<file path="config.mk">
export PLATFORM = sky130hd
export DESIGN_NAME = crc_frame_append_verify
export DESIGN_NICKNAME = d
export VERILOG_FILES = /design/src/hw/rtl/cfa_pkg.sv /design/src/hw/rtl/crc_frame_append_verify.sv /design/src/hw/rtl/cfa_queue.sv /design/src/hw/rtl/cfa_front.sv /design/src/hw/rtl/cfa_back.sv
export SDC_FILE = /design/constraint.sdc
export NUM_CORES = 2
export LEC_CHECK = 0
export ABC_AREA = 0
export BUFFER_PORTS_ARGS = -buffer_cell sky130_fd_sc_hd__buf_2
export CAP_MARGIN = 20
export CORE_MARGIN = 5
export CORE_UTILIZATION = 55
export CTS_CLUSTER_DIAMETER = 150
export CTS_CLUSTER_SIZE = 24
export DETAILED_ROUTE_END_ITERATION = 10
export GPL_TIMING_DRIVEN = 0
export PLACE_DENSITY = 0.72
export SLEW_MARGIN = 5
export SYNTH_ARGS = -nofsm -noshare
export SYNTH_HDL_FRONTEND = slang
export SYNTH_HIERARCHICAL = 1
export SYNTH_SLANG_ARGS = --single-unit
</file>
<file path="constraint.sdc">
create_clock -name clk -period 18.3 [get_ports clk]
set_clock_uncertainty 0.2 [all_clocks]
set_input_delay 2.745 -clock clk [delete_from_list [all_inputs] [get_ports clk]]
set_output_delay 2.745 -clock clk [all_outputs]
set_load 0.005 [all_outputs]
</file>
<file path="src/hw/rtl/cfa_pkg.sv">
package cfa_pkg;

	// widest crc the ports carry, in bits and bytes
	localparam int CRC_W      = 64;
	localparam int CRC_BYTES  = 8;
	localparam int COUNT_OUT_W = 32;

	// output tdata: out_byte, crc_ok, crc_value, failed_count, success_count, zero fill
	localparam int M_TDATA_W  = 144;
	localparam int M_TUSER_W  = 2;

	localparam int QUEUE_DEPTH = 2;

	// configuration register indexes
	localparam logic [2:0] REG_MODE  = 3'd0;
	localparam logic [2:0] REG_BYTES = 3'd1;
	localparam logic [2:0] REG_POLY  = 3'd2;
	localparam logic [2:0] REG_INIT  = 3'd3;
	localparam logic [2:0] REG_XOR   = 3'd4;

	// configuration reset values
	localparam logic        MODE_RST  = 1'b0;
	localparam logic [3:0]  BYTES_RST = 4'd4;
	localparam logic [63:0] POLY_RST  = 64'h0000_0000_04C1_1DB7;
	localparam logic [63:0] INIT_RST  = 64'h0000_0000_FFFF_FFFF;
	localparam logic [63:0] XOR_RST   = 64'h0000_0000_FFFF_FFFF;

	localparam logic MODE_APPEND = 1'b0;
	localparam logic MODE_VERIFY = 1'b1;

	typedef struct packed {
		logic        mode;
		logic [3:0]  len;        // clamped crc length in bytes
		logic [63:0] poly;
		logic [63:0] init;
		logic [63:0] xor_val;
	} cfg_t;

	typedef enum logic [1:0] {
		CMD_BYTE,         // one pass-through byte
		CMD_BYTE_CRC,     // last payload byte, then the crc bytes
		CMD_BYTE_STATUS,  // released tail byte, then verify status
		CMD_STATUS        // verify status only
	} cmd_kind_t;

	typedef struct packed {
		cmd_kind_t   kind;
		logic [7:0]  data;
		logic        clear;  // clear counters before this command's results
		logic        full;   // tail held a whole crc at frame end
		logic [63:0] crc;    // finished crc, masked to the crc width
		logic [63:0] tail;   // received crc bytes, oldest in the low byte
	} cmd_t;

	typedef struct packed {
		logic [7:0]  data;
		logic        byte_valid;
		logic        frame_end;
		logic        run_last;
		logic        crc_ok;
		logic [63:0] crc_value;
		logic [31:0] failed;
		logic [31:0] success;
	} res_t;

	function automatic logic [7:0] bit_rev8(input logic [7:0] v);
		logic [7:0] r;
		for (int i = 0; i < 8; i++) begin
			r[i] = v[7 - i];
		end
		return r;
	endfunction

endpackage

</file>
<file path="src/hw/rtl/crc_frame_append_verify.sv">
// channel   direction  handshake                    payload
// s_axis    in         s_axis_tvalid/s_axis_tready  tdata: data_byte; tlast: last_byte;
//                                                   tuser: clear_stats
// m_axis    out        m_axis_tvalid/m_axis_tready  tdata: out_byte .. success_count;
//                                                   tlast: frame_end; tuser: byte_valid, run_last
// cfg       in         cfg_wr_en (no wait)          cfg_index, cfg_data
//
// one input byte per cycle while the command queue has room; an append-mode frame end emits
// 1 + crc_bytes results, one per cycle while m_axis_tready is high, so the input can stall there
// results pass through the command queue entry and the back output register
// the two-entry command queue lets the input run while the output is stalled
// arst_n clears control state; configuration returns to crc-32 defaults
// a configuration write to a listed register restarts the frame, counters are kept
module crc_frame_append_verify
	import cfa_pkg::*;
#(
	parameter int MAX_CRC_BYTES = 8,
	parameter int COUNT_WIDTH   = 32
) (
	input  logic                 clk,
	input  logic                 arst_n,
	// configuration write port
	input  logic                 cfg_wr_en,
	input  logic [2:0]           cfg_index,
	input  logic [63:0]          cfg_data,
	// input bytes
	input  logic                 s_axis_tvalid,
	output logic                 s_axis_tready,
	input  logic [7:0]           s_axis_tdata,   // [7:0] data_byte
	input  logic                 s_axis_tlast,   // last_byte
	input  logic                 s_axis_tuser,   // [0] clear_stats
	// results
	output logic                 m_axis_tvalid,
	input  logic                 m_axis_tready,
	// [7:0] out_byte, [8] crc_ok, [72:9] crc_value, [104:73] failed_count,
	// [136:105] success_count, [143:137] zero
	output logic [M_TDATA_W-1:0] m_axis_tdata,
	output logic                 m_axis_tlast,   // frame_end
	output logic [M_TUSER_W-1:0] m_axis_tuser    // [0] byte_valid, [1] run_last
);

	// configuration registers
	logic        mode_q;
	logic [3:0]  bytes_q;
	logic [63:0] poly_q;
	logic [63:0] init_q;
	logic [63:0] xor_q;
	logic        restart;
	logic [3:0]  len_eff;
	cfg_t        cfg;

	// front to queue to back
	logic        push;
	cmd_t        push_cmd;
	logic        q_full;
	logic        q_empty;
	logic        q_pop;
	cmd_t        q_head;
	res_t        res;

	// register write decode; an index past the list is ignored
	always_ff @(posedge clk or negedge arst_n) begin
		if (!arst_n) begin
			mode_q  <= MODE_RST;
			bytes_q <= BYTES_RST;
			poly_q  <= POLY_RST;
			init_q  <= INIT_RST;
			xor_q   <= XOR_RST;
		end else if (cfg_wr_en) begin
			unique case (cfg_index)
				REG_MODE:  mode_q  <= cfg_data[0];
				REG_BYTES: bytes_q <= cfg_data[3:0];
				REG_POLY:  poly_q  <= cfg_data;
				REG_INIT:  init_q  <= cfg_data;
				REG_XOR:   xor_q   <= cfg_data;
				default: begin
				end
			endcase
		end
	end

	assign restart = cfg_wr_en && (cfg_index <= REG_XOR);

	// zero length acts as one byte, anything past the maximum as the maximum
	always_comb begin
		if (bytes_q == 4'd0) begin
			len_eff = 4'd1;
		end else if (bytes_q > 4'(MAX_CRC_BYTES)) begin
			len_eff = 4'(MAX_CRC_BYTES);
		end else begin
			len_eff = bytes_q;
		end
	end

	assign cfg.mode    = mode_q;
	assign cfg.len     = len_eff;
	assign cfg.poly    = poly_q;
	assign cfg.init    = init_q;
	assign cfg.xor_val = xor_q;

	// front: crc update, delay line, command classification
	cfa_front #(
		.MAX_CRC_BYTES (MAX_CRC_BYTES)
	) u_front (
		.clk      (clk),
		.arst_n   (arst_n),
		.cfg      (cfg),
		.restart  (restart),
		.in_valid (s_axis_tvalid),
		.in_ready (s_axis_tready),
		.in_data  (s_axis_tdata),
		.in_last  (s_axis_tlast),
		.in_clear (s_axis_tuser),
		.q_full   (q_full),
		.push     (push),
		.push_cmd (push_cmd)
	);

	// command queue decouples the byte rate from result expansion
	cfa_queue #(
		.DEPTH (QUEUE_DEPTH)
	) u_queue (
		.clk      (clk),
		.arst_n   (arst_n),
		.push     (push),
		.push_cmd (push_cmd),
		.pop      (q_pop),
		.full     (q_full),
		.empty    (q_empty),
		.head     (q_head)
	);

	// back: crc byte expansion, verify compare, counters, output register
	cfa_back #(
		.COUNT_WIDTH (COUNT_WIDTH)
	) u_back (
		.clk       (clk),
		.arst_n    (arst_n),
		.crc_len   (len_eff),
		.empty     (q_empty),
		.head      (q_head),
		.pop       (q_pop),
		.out_valid (m_axis_tvalid),
		.out_ready (m_axis_tready),
		.out_res   (res)
	);

	assign m_axis_tdata = {7'd0, res.success, res.failed, res.crc_value, res.crc_ok, res.data};
	assign m_axis_tlast = res.frame_end;
	assign m_axis_tuser = {res.run_last, res.byte_valid};

endmodule

</file>
<file path="src/hw/rtl/cfa_queue.sv">
module cfa_queue
	import cfa_pkg::*;
#(
	parameter int DEPTH = 2
) (
	input  logic clk,
	input  logic arst_n,
	input  logic push,
	input  cmd_t push_cmd,
	input  logic pop,
	output logic full,
	output logic empty,
	output cmd_t head
);

	localparam int AW   = (DEPTH > 1) ? $clog2(DEPTH) : 1;
	localparam int CNTW = $clog2(DEPTH + 1);

	cmd_t            entry_q [DEPTH];
	logic [AW-1:0]   wr_ptr_q;
	logic [AW-1:0]   rd_ptr_q;
	logic [CNTW-1:0] count_q;

	assign full  = (count_q == CNTW'(DEPTH));
	assign empty = (count_q == '0);
	assign head  = entry_q[rd_ptr_q];

	always_ff @(posedge clk or negedge arst_n) begin
		if (!arst_n) begin
			wr_ptr_q <= '0;
			rd_ptr_q <= '0;
			count_q  <= '0;
		end else begin
			if (push) begin
				wr_ptr_q <= (wr_ptr_q == AW'(DEPTH - 1)) ? '0 : wr_ptr_q + 1'b1;
			end
			if (pop) begin
				rd_ptr_q <= (rd_ptr_q == AW'(DEPTH - 1)) ? '0 : rd_ptr_q + 1'b1;
			end
			if (push && !pop) begin
				count_q <= count_q + 1'b1;
			end else if (pop && !push) begin
				count_q <= count_q - 1'b1;
			end
		end
	end

	always_ff @(posedge clk) begin
		if (push) begin
			entry_q[wr_ptr_q] <= push_cmd;
		end
	end

endmodule

</file>
<file path="src/hw/rtl/cfa_front.sv">
module cfa_front
	import cfa_pkg::*;
#(
	parameter int MAX_CRC_BYTES = 8
) (
	input  logic       clk,
	input  logic       arst_n,
	input  cfg_t       cfg,
	input  logic       restart,
	input  logic       in_valid,
	output logic       in_ready,
	input  logic [7:0] in_data,
	input  logic       in_last,
	input  logic       in_clear,
	input  logic       q_full,
	output logic       push,
	output cmd_t       push_cmd
);

	localparam int CW = 8 * MAX_CRC_BYTES;
	localparam int NW = $clog2(MAX_CRC_BYTES + 1);

	logic [CW-1:0] crc_q;
	logic          fresh_q;  // crc register holds the reflected init value
	logic [CW-1:0] tail_q;
	logic [NW-1:0] fill_q;
	logic          pend_q;   // clear request from an item that made no command

	logic [CW-1:0] mask;
	logic [CW-1:0] rpoly;
	logic [CW-1:0] rinit;
	logic [CW-1:0] fxor;
	logic [CW-1:0] crc_eff;
	logic [CW-1:0] fed;
	logic [CW-1:0] crc_new;
	logic [CW-1:0] tail_n;
	logic [NW-1:0] wr_idx;
	logic [NW-1:0] fill_n;
	logic [7:0]    feed_byte;
	logic          pop_tail;
	logic          do_feed;
	logic          accept;

	// reflect over the crc width, byte by byte
	always_comb begin
		mask  = '0;
		rpoly = '0;
		rinit = '0;
		for (int j = 0; j < MAX_CRC_BYTES; j++) begin
			if (j < int'(cfg.len)) begin
				mask[8*j +: 8]  = 8'hFF;
				rpoly[8*j +: 8] = bit_rev8(cfg.poly[8*(int'(cfg.len) - 1 - j) +: 8]);
				rinit[8*j +: 8] = bit_rev8(cfg.init[8*(int'(cfg.len) - 1 - j) +: 8]);
			end
		end
		fxor = cfg.xor_val[CW-1:0] & mask;
	end

	assign in_ready  = !q_full;
	assign accept    = in_valid && in_ready;
	assign crc_eff   = fresh_q ? rinit : crc_q;
	assign pop_tail  = (cfg.mode == MODE_VERIFY) && (4'(fill_q) >= cfg.len);
	assign do_feed   = (cfg.mode == MODE_APPEND) || pop_tail;
	assign feed_byte = (cfg.mode == MODE_VERIFY) ? tail_q[7:0] : in_data;

	// eight-bit unrolled right-shifting update
	always_comb begin
		fed = crc_eff ^ CW'(feed_byte);
		for (int k = 0; k < 8; k++) begin
			fed = fed[0] ? ((fed >> 1) ^ rpoly) : (fed >> 1);
		end
	end

	assign crc_new = do_feed ? fed : crc_eff;

	// delay line: release the oldest byte once full, then append the new one
	assign wr_idx = pop_tail ? NW'(cfg.len - 4'd1) : fill_q;
	assign fill_n = wr_idx + 1'b1;

	always_comb begin
		tail_n = pop_tail ? (tail_q >> 8) : tail_q;
		for (int i = 0; i < MAX_CRC_BYTES; i++) begin
			if (wr_idx == NW'(i)) begin
				tail_n[8*i +: 8] = in_data;
			end
		end
	end

	always_comb begin
		push_cmd.data  = feed_byte;
		push_cmd.clear = in_clear | pend_q;
		push_cmd.full  = (4'(fill_n) >= cfg.len);
		push_cmd.crc   = CRC_W'(crc_new ^ fxor);
		push_cmd.tail  = CRC_W'(tail_n);
		if (cfg.mode == MODE_APPEND) begin
			push_cmd.kind = in_last ? CMD_BYTE_CRC : CMD_BYTE;
		end else if (pop_tail) begin
			push_cmd.kind = in_last ? CMD_BYTE_STATUS : CMD_BYTE;
		end else begin
			push_cmd.kind = CMD_STATUS;
		end
	end

	assign push = accept && ((cfg.mode == MODE_APPEND) || pop_tail || in_last);

	always_ff @(posedge clk or negedge arst_n) begin
		if (!arst_n) begin
			fresh_q <= 1'b1;
			fill_q  <= '0;
			pend_q  <= 1'b0;
		end else if (restart) begin
			fresh_q <= 1'b1;
			fill_q  <= '0;
		end else if (accept) begin
			pend_q <= push ? 1'b0 : (pend_q | in_clear);
			if (in_last) begin
				fresh_q <= 1'b1;
				fill_q  <= '0;
			end else begin
				if (do_feed) begin
					fresh_q <= 1'b0;
				end
				if (cfg.mode == MODE_VERIFY) begin
					fill_q <= fill_n;
				end
			end
		end
	end

	always_ff @(posedge clk) begin
		if (accept) begin
			crc_q  <= crc_new;
			tail_q <= tail_n;
		end
	end

endmodule

</file>
<file path="src/hw/rtl/cfa_back.sv">
module cfa_back
	import cfa_pkg::*;
#(
	parameter int COUNT_WIDTH = 32
) (
	input  logic       clk,
	input  logic       arst_n,
	input  logic [3:0] crc_len,
	input  logic       empty,
	input  cmd_t       head,
	output logic       pop,
	output logic       out_valid,
	input  logic       out_ready,
	output res_t       out_res
);

	logic [3:0]             idx_q;  // result index within the head command
	logic [COUNT_WIDTH-1:0] frame_q;
	logic [COUNT_WIDTH-1:0] fail_q;
	logic                   out_valid_q;
	res_t                   res_q;

	logic                   load;
	logic                   take;
	logic                   is_stat;
	logic                   is_crcb;
	logic                   last_res;
	logic                   ok;
	logic [2:0]             sel;
	logic [63:0]            diff;
	logic [COUNT_WIDTH-1:0] frame_eff;
	logic [COUNT_WIDTH-1:0] fail_eff;
	logic [COUNT_WIDTH-1:0] frame_nx;
	logic [COUNT_WIDTH-1:0] fail_nx;
	logic [COUNT_WIDTH-1:0] success_nx;
	res_t                   res_d;

	assign load = !out_valid_q || out_ready;
	assign take = load && !empty;
	assign pop  = take && last_res;
	assign sel  = 3'(idx_q - 4'd1);

	always_comb begin
		is_stat  = 1'b0;
		is_crcb  = 1'b0;
		last_res = 1'b0;
		unique case (head.kind)
			CMD_BYTE: begin
				last_res = 1'b1;
			end
			CMD_BYTE_CRC: begin
				is_crcb  = (idx_q != 4'd0);
				last_res = (idx_q == crc_len);
			end
			CMD_BYTE_STATUS: begin
				is_stat  = (idx_q != 4'd0);
				last_res = (idx_q != 4'd0);
			end
			CMD_STATUS: begin
				is_stat  = 1'b1;
				last_res = 1'b1;
			end
			default: begin
				last_res = 1'b1;
			end
		endcase
	end

	// received bytes against the computed crc over the crc length
	assign diff = head.crc ^ head.tail;
	always_comb begin
		ok = head.full;
		for (int j = 0; j < CRC_BYTES; j++) begin
			if ((j < int'(crc_len)) && (diff[8*j +: 8] != 8'h00)) begin
				ok = 1'b0;
			end
		end
	end

	always_comb begin
		frame_eff = (head.clear && (idx_q == 4'd0)) ? '0 : frame_q;
		fail_eff  = (head.clear && (idx_q == 4'd0)) ? '0 : fail_q;
		frame_nx  = frame_eff;
		fail_nx   = fail_eff;
		if (is_stat) begin
			frame_nx = frame_eff + 1'b1;
			if (frame_nx == '0) begin
				fail_nx = '0;
			end else if (!ok) begin
				fail_nx = fail_eff + 1'b1;
			end
		end
		success_nx = frame_nx - fail_nx;
	end

	always_comb begin
		res_d.byte_valid = !is_stat;
		res_d.frame_end  = is_stat || (is_crcb && (idx_q == crc_len));
		res_d.run_last   = last_res;
		res_d.crc_ok     = is_stat && ok;
		res_d.crc_value  = res_d.frame_end ? head.crc : '0;
		res_d.failed     = COUNT_OUT_W'(fail_nx);
		res_d.success    = COUNT_OUT_W'(success_nx);
		if (is_stat) begin
			res_d.data = 8'h00;
		end else if (is_crcb) begin
			res_d.data = head.crc[8*sel +: 8];
		end else begin
			res_d.data = head.data;
		end
	end

	always_ff @(posedge clk or negedge arst_n) begin
		if (!arst_n) begin
			idx_q       <= '0;
			frame_q     <= '0;
			fail_q      <= '0;
			out_valid_q <= 1'b0;
		end else begin
			if (load) begin
				out_valid_q <= !empty;
			end
			if (take) begin
				idx_q   <= last_res ? 4'd0 : idx_q + 4'd1;
				frame_q <= frame_nx;
				fail_q  <= fail_nx;
			end
		end
	end

	always_ff @(posedge clk) begin
		if (take) begin
			res_q <= res_d;
		end
	end

	assign out_valid = out_valid_q;
	assign out_res   = res_q;

endmodule

</file>
== After elaboration in Yosys (flattened, before gate mapping) ==
Memory sizes are Yosys's and may differ from the RTL's.
Cells that the tools add are included.

* $lt $le $gt $ge: 12
* Equality and inequality tests: 16
* Add/sub/neg operators: 19
* Reduce and logical (&&, ||, !) cells: 58
* Muxes and demuxes: 85
* Bitwise operators: 15
* Shifts and indexed selects: 17

{| class="wikitable"
|+ Operators by type and width
! cell !! number
|-
| $shiftx A64 B32 Y8 || 16
|-
| $mux W64 || 11
|-
| $xor A63 B64 Y64 || 8
|-
| $mux W8 || 34
|-
| $mux W32 || 6
|-
| $xor A64 B64 Y64 || 2
|-
| $sub A29 B4 Y29 const B || 4
|-
| $add A32 B1 Y32 const B || 2
|-
| $and A64 B64 Y64 || 1
|-
| $reduce_bool A8 Y1 || 8
|-
| $shiftx A64 B7 Y8 || 1
|-
| $xor A64 B8 Y64 || 1
|-
| $sub A29 B3 Y29 const B || 2
|-
| $logic_not A32 Y1 || 1
|-
| $mux W4 || 8
|-
| $sub A32 B32 Y32 || 1
|-
| $sub A29 B2 Y29 const B || 1
|-
| $logic_and A1 B1 Y1 || 19
|-
| $mux W1 || 19
|-
| $eq A4 B3 Y1 const B || 4
|-
| $lt A3 B4 Y1 const A || 4
|-
| $reduce_and A2 Y1 || 8
|-
| $logic_not A4 Y1 || 3
|-
| $mux W2 || 5
|-
| 32 further kinds || 53
|}

* Logic and storage cells: 248
* Input bits: 82
* Memories: 1
* Output and inout bits: 149
* Bits in registers: 544
* Bits in writable memories: 280

{| class="wikitable"
|+ Memory list
! name !! words !! bits a word !! read ports !! clocked after Yosys merged registers in !! wr ports !! line !! text
|-
| u_queue.entry_q || 2 || 140 || 1 || 0 || 1 || cfa_queue.sv:19 || <nowiki>cmd_t entry_q [DEPTH];</nowiki>
|}

== Longest topological paths before layout ==
* Depth after elaboration: 27
* Gate-level depth with buffers: 34
* Gate-level depth less buffers: 23

== Cells and area by module ==
The synthesis kept the hierarchy.

{| class="wikitable"
|+ By module, submodules not included
! module !! seq. area each (um2) !! cells an instance !! area an instance (um2) !! times used
|-
| cfa_front || 3995.1 || 2872 || 22987.0 || 1
|-
| cfa_back || 5930.7 || 1191 || 12269.3 || 1
|-
| cfa_queue || 8508.2 || 452 || 10661.5 || 1
|-
| crc_frame_append_verify || 5028.6 || 435 || 8057.7 || 1
|}

== Worst setup path after synthesis ==
OpenSTA, ideal clock, no wires.

* Path kind: input-to-reg
* Start point: input port s_axis_tvalid
* End point: memory u_queue/entry_q[0][0] in the netlist's numbering (enable)
* Required time: 17442 ps
* Buffers on the path: 0
* Cell stages on the path: 4
* Data arrival time: 15582 ps
* Library setup time: 658 ps
* Slack: 1860 ps
* Cell sequence: nor2b_1 -> o21ai_0 -> inv_1 -> nor2b_1

* Cells in the longest elaborated chain, start to end: 4

{| class="wikitable"
|+ RTL lines
! what !! line !! text
|-
| from (decl) || crc_frame_append_verify.sv:27 || <nowiki>input logic s_axis_tvalid,</nowiki>
|-
| $logic_and A1 B1 Y1 || cfa_front.sv:60 || <nowiki>assign accept = in_valid && in_ready;</nowiki>
|-
| $logic_and A1 B1 Y1 || cfa_front.sv:104 || <nowiki>assign push = accept && ((cfg.mode == MODE_APPEND) || pop_tail || in_last);</nowiki>
|-
| named net push || crc_frame_append_verify.sv:53 || <nowiki>logic push;</nowiki>
|-
| $mux W1 || cfa_queue.sv:49 || <nowiki>if (push) begin</nowiki>
|-
| $mux W1 (not written as such) || cfa_queue.sv:50 || <nowiki>entry_q[wr_ptr_q] <= push_cmd;</nowiki>
|-
| to (decl) || cfa_queue.sv:19 ||
|}

The timed path passes the listed nets, and every way through them passes these cells.

==> impl_metrics.csv <==
group,metric,value,unit
status,status,"finished clean",
setup_path,critPathLaunch,"bytes_q[1]",
floorplanning,core_area,97800,µm²
detailed_routing,totalWireLength,208000,µm
setup_path,crit_type,"flop to flop",
clocking,cts_tree,"yes",
floorplanning,start_util,55.2,%
setup_path,reg2reg_to,"u_queue/entry_q[1][118]",
yosys,synth_top_family_by_area,"multiplexers",
yosys,syn_avg_cell_area,10.9,µm²
setup_path,crit_arrival,12.71,ns
detailed_routing,wl_per_cell,31.7,µm
timing,rsz0062_at_grt,"no",
timing,fmax,79.6,MHz
cells_and_area,final_cell_mix,"nand2_1, edfxtp_1, xnor2_1",
yosys,synth-xor-area-share,11.8,%
yosys,synth_edf_count,548,
yosys,ys_warn_count,8,
floorplanning,die_area,105000,µm²
hold_path,hp-class,"flop to flop",
setup_path,start_kind,"flop",
setup_path,cp_data_required_time,18.44,ns
cells_and_area,drive_gt1_share,19.8,%
timing,finalCritPeriodShare,68.7,%
floorplanning,core.rowCount,115,
setup_path,crit_end,"u_queue/entry_q[1][118]",
clocking,h-tree-depth,2,
detailed_routing,vias,42400,
clocking,clock_latency,0.67,ns
yosys,async_flop_share,33.5,%
detailed_routing,drtIter0Drc,6014,
clocking,clock-sinks,824,
setup_path,rr_startpoint,"bytes_q[1]",
floorplanning,dieWidth,323,µm
global_routing,grt_max_degree,115,
global_routing,grt_pass1_wl,291000,µm
cells_and_area,fill_cells,8113,
clocking,numCtsBuffers,40,
yosys,synth-compound-area-share,9.38,%
detailed_routing,drtAntennaViolNets,0,
timing,slew_viol_final,0,
timing,period_needed,12.57,ns
floorplanning,pin_count,231,
detailed_routing,drc,0,
clocking,cts_setup_buffers,0,
yosys,muxShareOfSynthArea,17.2,%
detailed_routing,drt-vias-per-instance,6.46,
global_routing,antenna_found_initial,11,
setup_path,crit_slowest_cell,"nor2_1",
placed_design,routabilityCongestion,1.07,
placed_design,dpl.hpwl,165000,µm
timing,worst_slack,5.73,ns
yosys,yosys.area.top_type,"edfxtp_1",
yosys,ys_ff_latch,824,
placed_design,io_buffers,215,
yosys,synthSimpleGateAreaFrac,13.1,%
global_routing,grt_use_total,38.8,%
yosys,ys_seq_area_share,43.5,%
setup_path,ff2ff_setup_slack,5.73,ns
detailed_routing,dr.pass1.iters,6,
placed_design,place_ws,6.36,ns
global_routing,grt_pass1_vias,39100,
cells_and_area,syn2layout_area_growth,8.20,%
job,maxCapViolations,0,
clocking,holdBufCountCts,0,
yosys,synth_fa_ha_area_share,1.47,%
cells_and_area,final_nets,5385,
timing,setup_viol,0,
yosys,synth_flop_cell,"edfxtp_1",
setup_path,crit_path_end_kind,"flop",
yosys,syn_area,54000,µm²
clocking,clockBufferDepth,3,
setup_path,rr_worst_depth,27,
clocking,clk_pin_slew,0.10,ns
timing,tightestPinTransition,1.23,ns
yosys,synthTopCellsByArea,"edfxtp_1, dfrtp_1, xnor2_1",
setup_path,critPathBufInv,11,
timing,slew_headroom,17.7,%
timing,hold_viol_final,0,
timing,holdWs,0.297,ns
setup_path,crit_family,"buffers and inverters",
floorplanning,fp.dieH,323,µm
setup_path,crit_cells,27,
setup_path,crit_fanout,10,
clocking,root_buffer,"clkbuf_16",
yosys,synth.top_cell.area_share,30.5,%
timing,tns,0,ns
setup_path,cpPeakStageDelay,0.85,ns
yosys,yosysUniqueCellTypes,108,
clocking,cts_resized,0,
yosys,netlist_instances,4950,
global_routing,overflow,0,
cells_and_area,layout_commonest_cell,"nand2_1",
-- cell type report --
cell class | instances | area [µm²] | share of cell area (%)
clock inverters | 6 | 67.6 | 0.116
well taps | 1287 | 1610 | 2.76
inverters | 57 | 214 | 0.366
diodes | 5 | 12.5 | 0.0214
plain buffers | 355 | 1680 | 2.87
multi-input cells | 3720 | 28700 | 49.1
flip-flops and latches | 824 | 23500 | 40.2
repair buffers | 242 | 1590 | 2.71
clock buffers | 68 | 1110 | 1.89
-- worst min path at each step --
stage / start / endpoint / slack (ns) / depth (start not counted)
floorplan: u_queue/wr_ptr_q / u_queue/wr_ptr_q / 0.26 / 1
global placement: u_queue/wr_ptr_q / u_queue/wr_ptr_q / 0.27 / 1
detailed placement: u_queue/count_q[1] / u_queue/count_q[1] / 0.28 / 1
CTS: u_queue/count_q[1] / u_queue/count_q[1] / 0.30 / 1
global route: u_queue/count_q[1] / u_queue/count_q[1] / 0.33 / 1
finish: u_queue/count_q[1] / u_queue/count_q[1] / 0.30 / 1
-- routing by layer --
layer  wire [µm]  share of wire [%]  up-vias  GRT usage [%]
met1       81900                 39    21200           53.5
met2       91500                 44     2556           59.6
met3       21000                 10      452           7.13
li1            -                  -    18300              -
met5          58              0.028        -              0
met4       13600                6.5        8           19.4
-- stage by stage --
stage | utilization (%) | area (µm²) | std cells
2_1_floorplan | - | 54000 | 4956
3_3_place_gp | 57.9 | 56700 | 6458
3_5_place_dp | 58.4 | 57200 | 6481
4_1_cts | 59.6 | 58400 | 6555
5_1_grt | 59.7 | 58400 | 6559
6_report | 59.7 | 58400 | 6564
-- synthesized netlist by cell type (all sizes together) (17+ instances only) --
master   number
nand4        29
xor2        119
mux2        385
xnor2       438
o21a         18
mux2i       218
nand2       733
xnor3        53
dfstp        80
nor3         58
nor4         40
buf         140
edfxtp      548
ha           62
a2bb2oi      19
a32oi        39
inv          53
and3         42
and2         96
dfrtp       196
nand2b       28
o31ai        38
a21o         20
or3          26
a31oi        21
nor2b        17
nor2        318
a21oi       286
o21ai       245
o2bb2ai      29
a211oi       18
nand3        74
nor3b        36
mux4         86
clkbuf      215
-- sequential cells by signal (all words and copies together) (netlist names) --
| name | flops |
|---|---|
| u_queue/entry_q | 280 |
| u_back/out_res | 140 |
| init_q | 64 |
| poly_q | 64 |
| u_front/crc_q | 64 |
| u_front/tail_q | 64 |
| xor_q | 64 |
| u_back/fail_q | 32 |
| u_back/frame_q | 32 |
| bytes_q | 4 |
| u_back/idx_q | 4 |
| u_front/fill_q | 4 |
| u_queue/count_q | 2 |
| mode_q | 1 |
| u_back/out_valid | 1 |
| u_front/fresh_q | 1 |
| u_front/pend_q | 1 |
| u_queue/rd_ptr_q | 1 |
| u_queue/wr_ptr_q | 1 |
-- logic make-up after synthesis --
kind of cell               Yosys count
DFF                                824
AOI/OAI and AO/OA                  815
and+or+nand+nor                   1526
muxes                              689
buffers and inverters              412
xor gates and xnor gates           620
adders and majority gates           63
other                                1
Power is not shown: default switching activity piles up to over one toggle a cycle in this logic, so the estimate is an artifact.
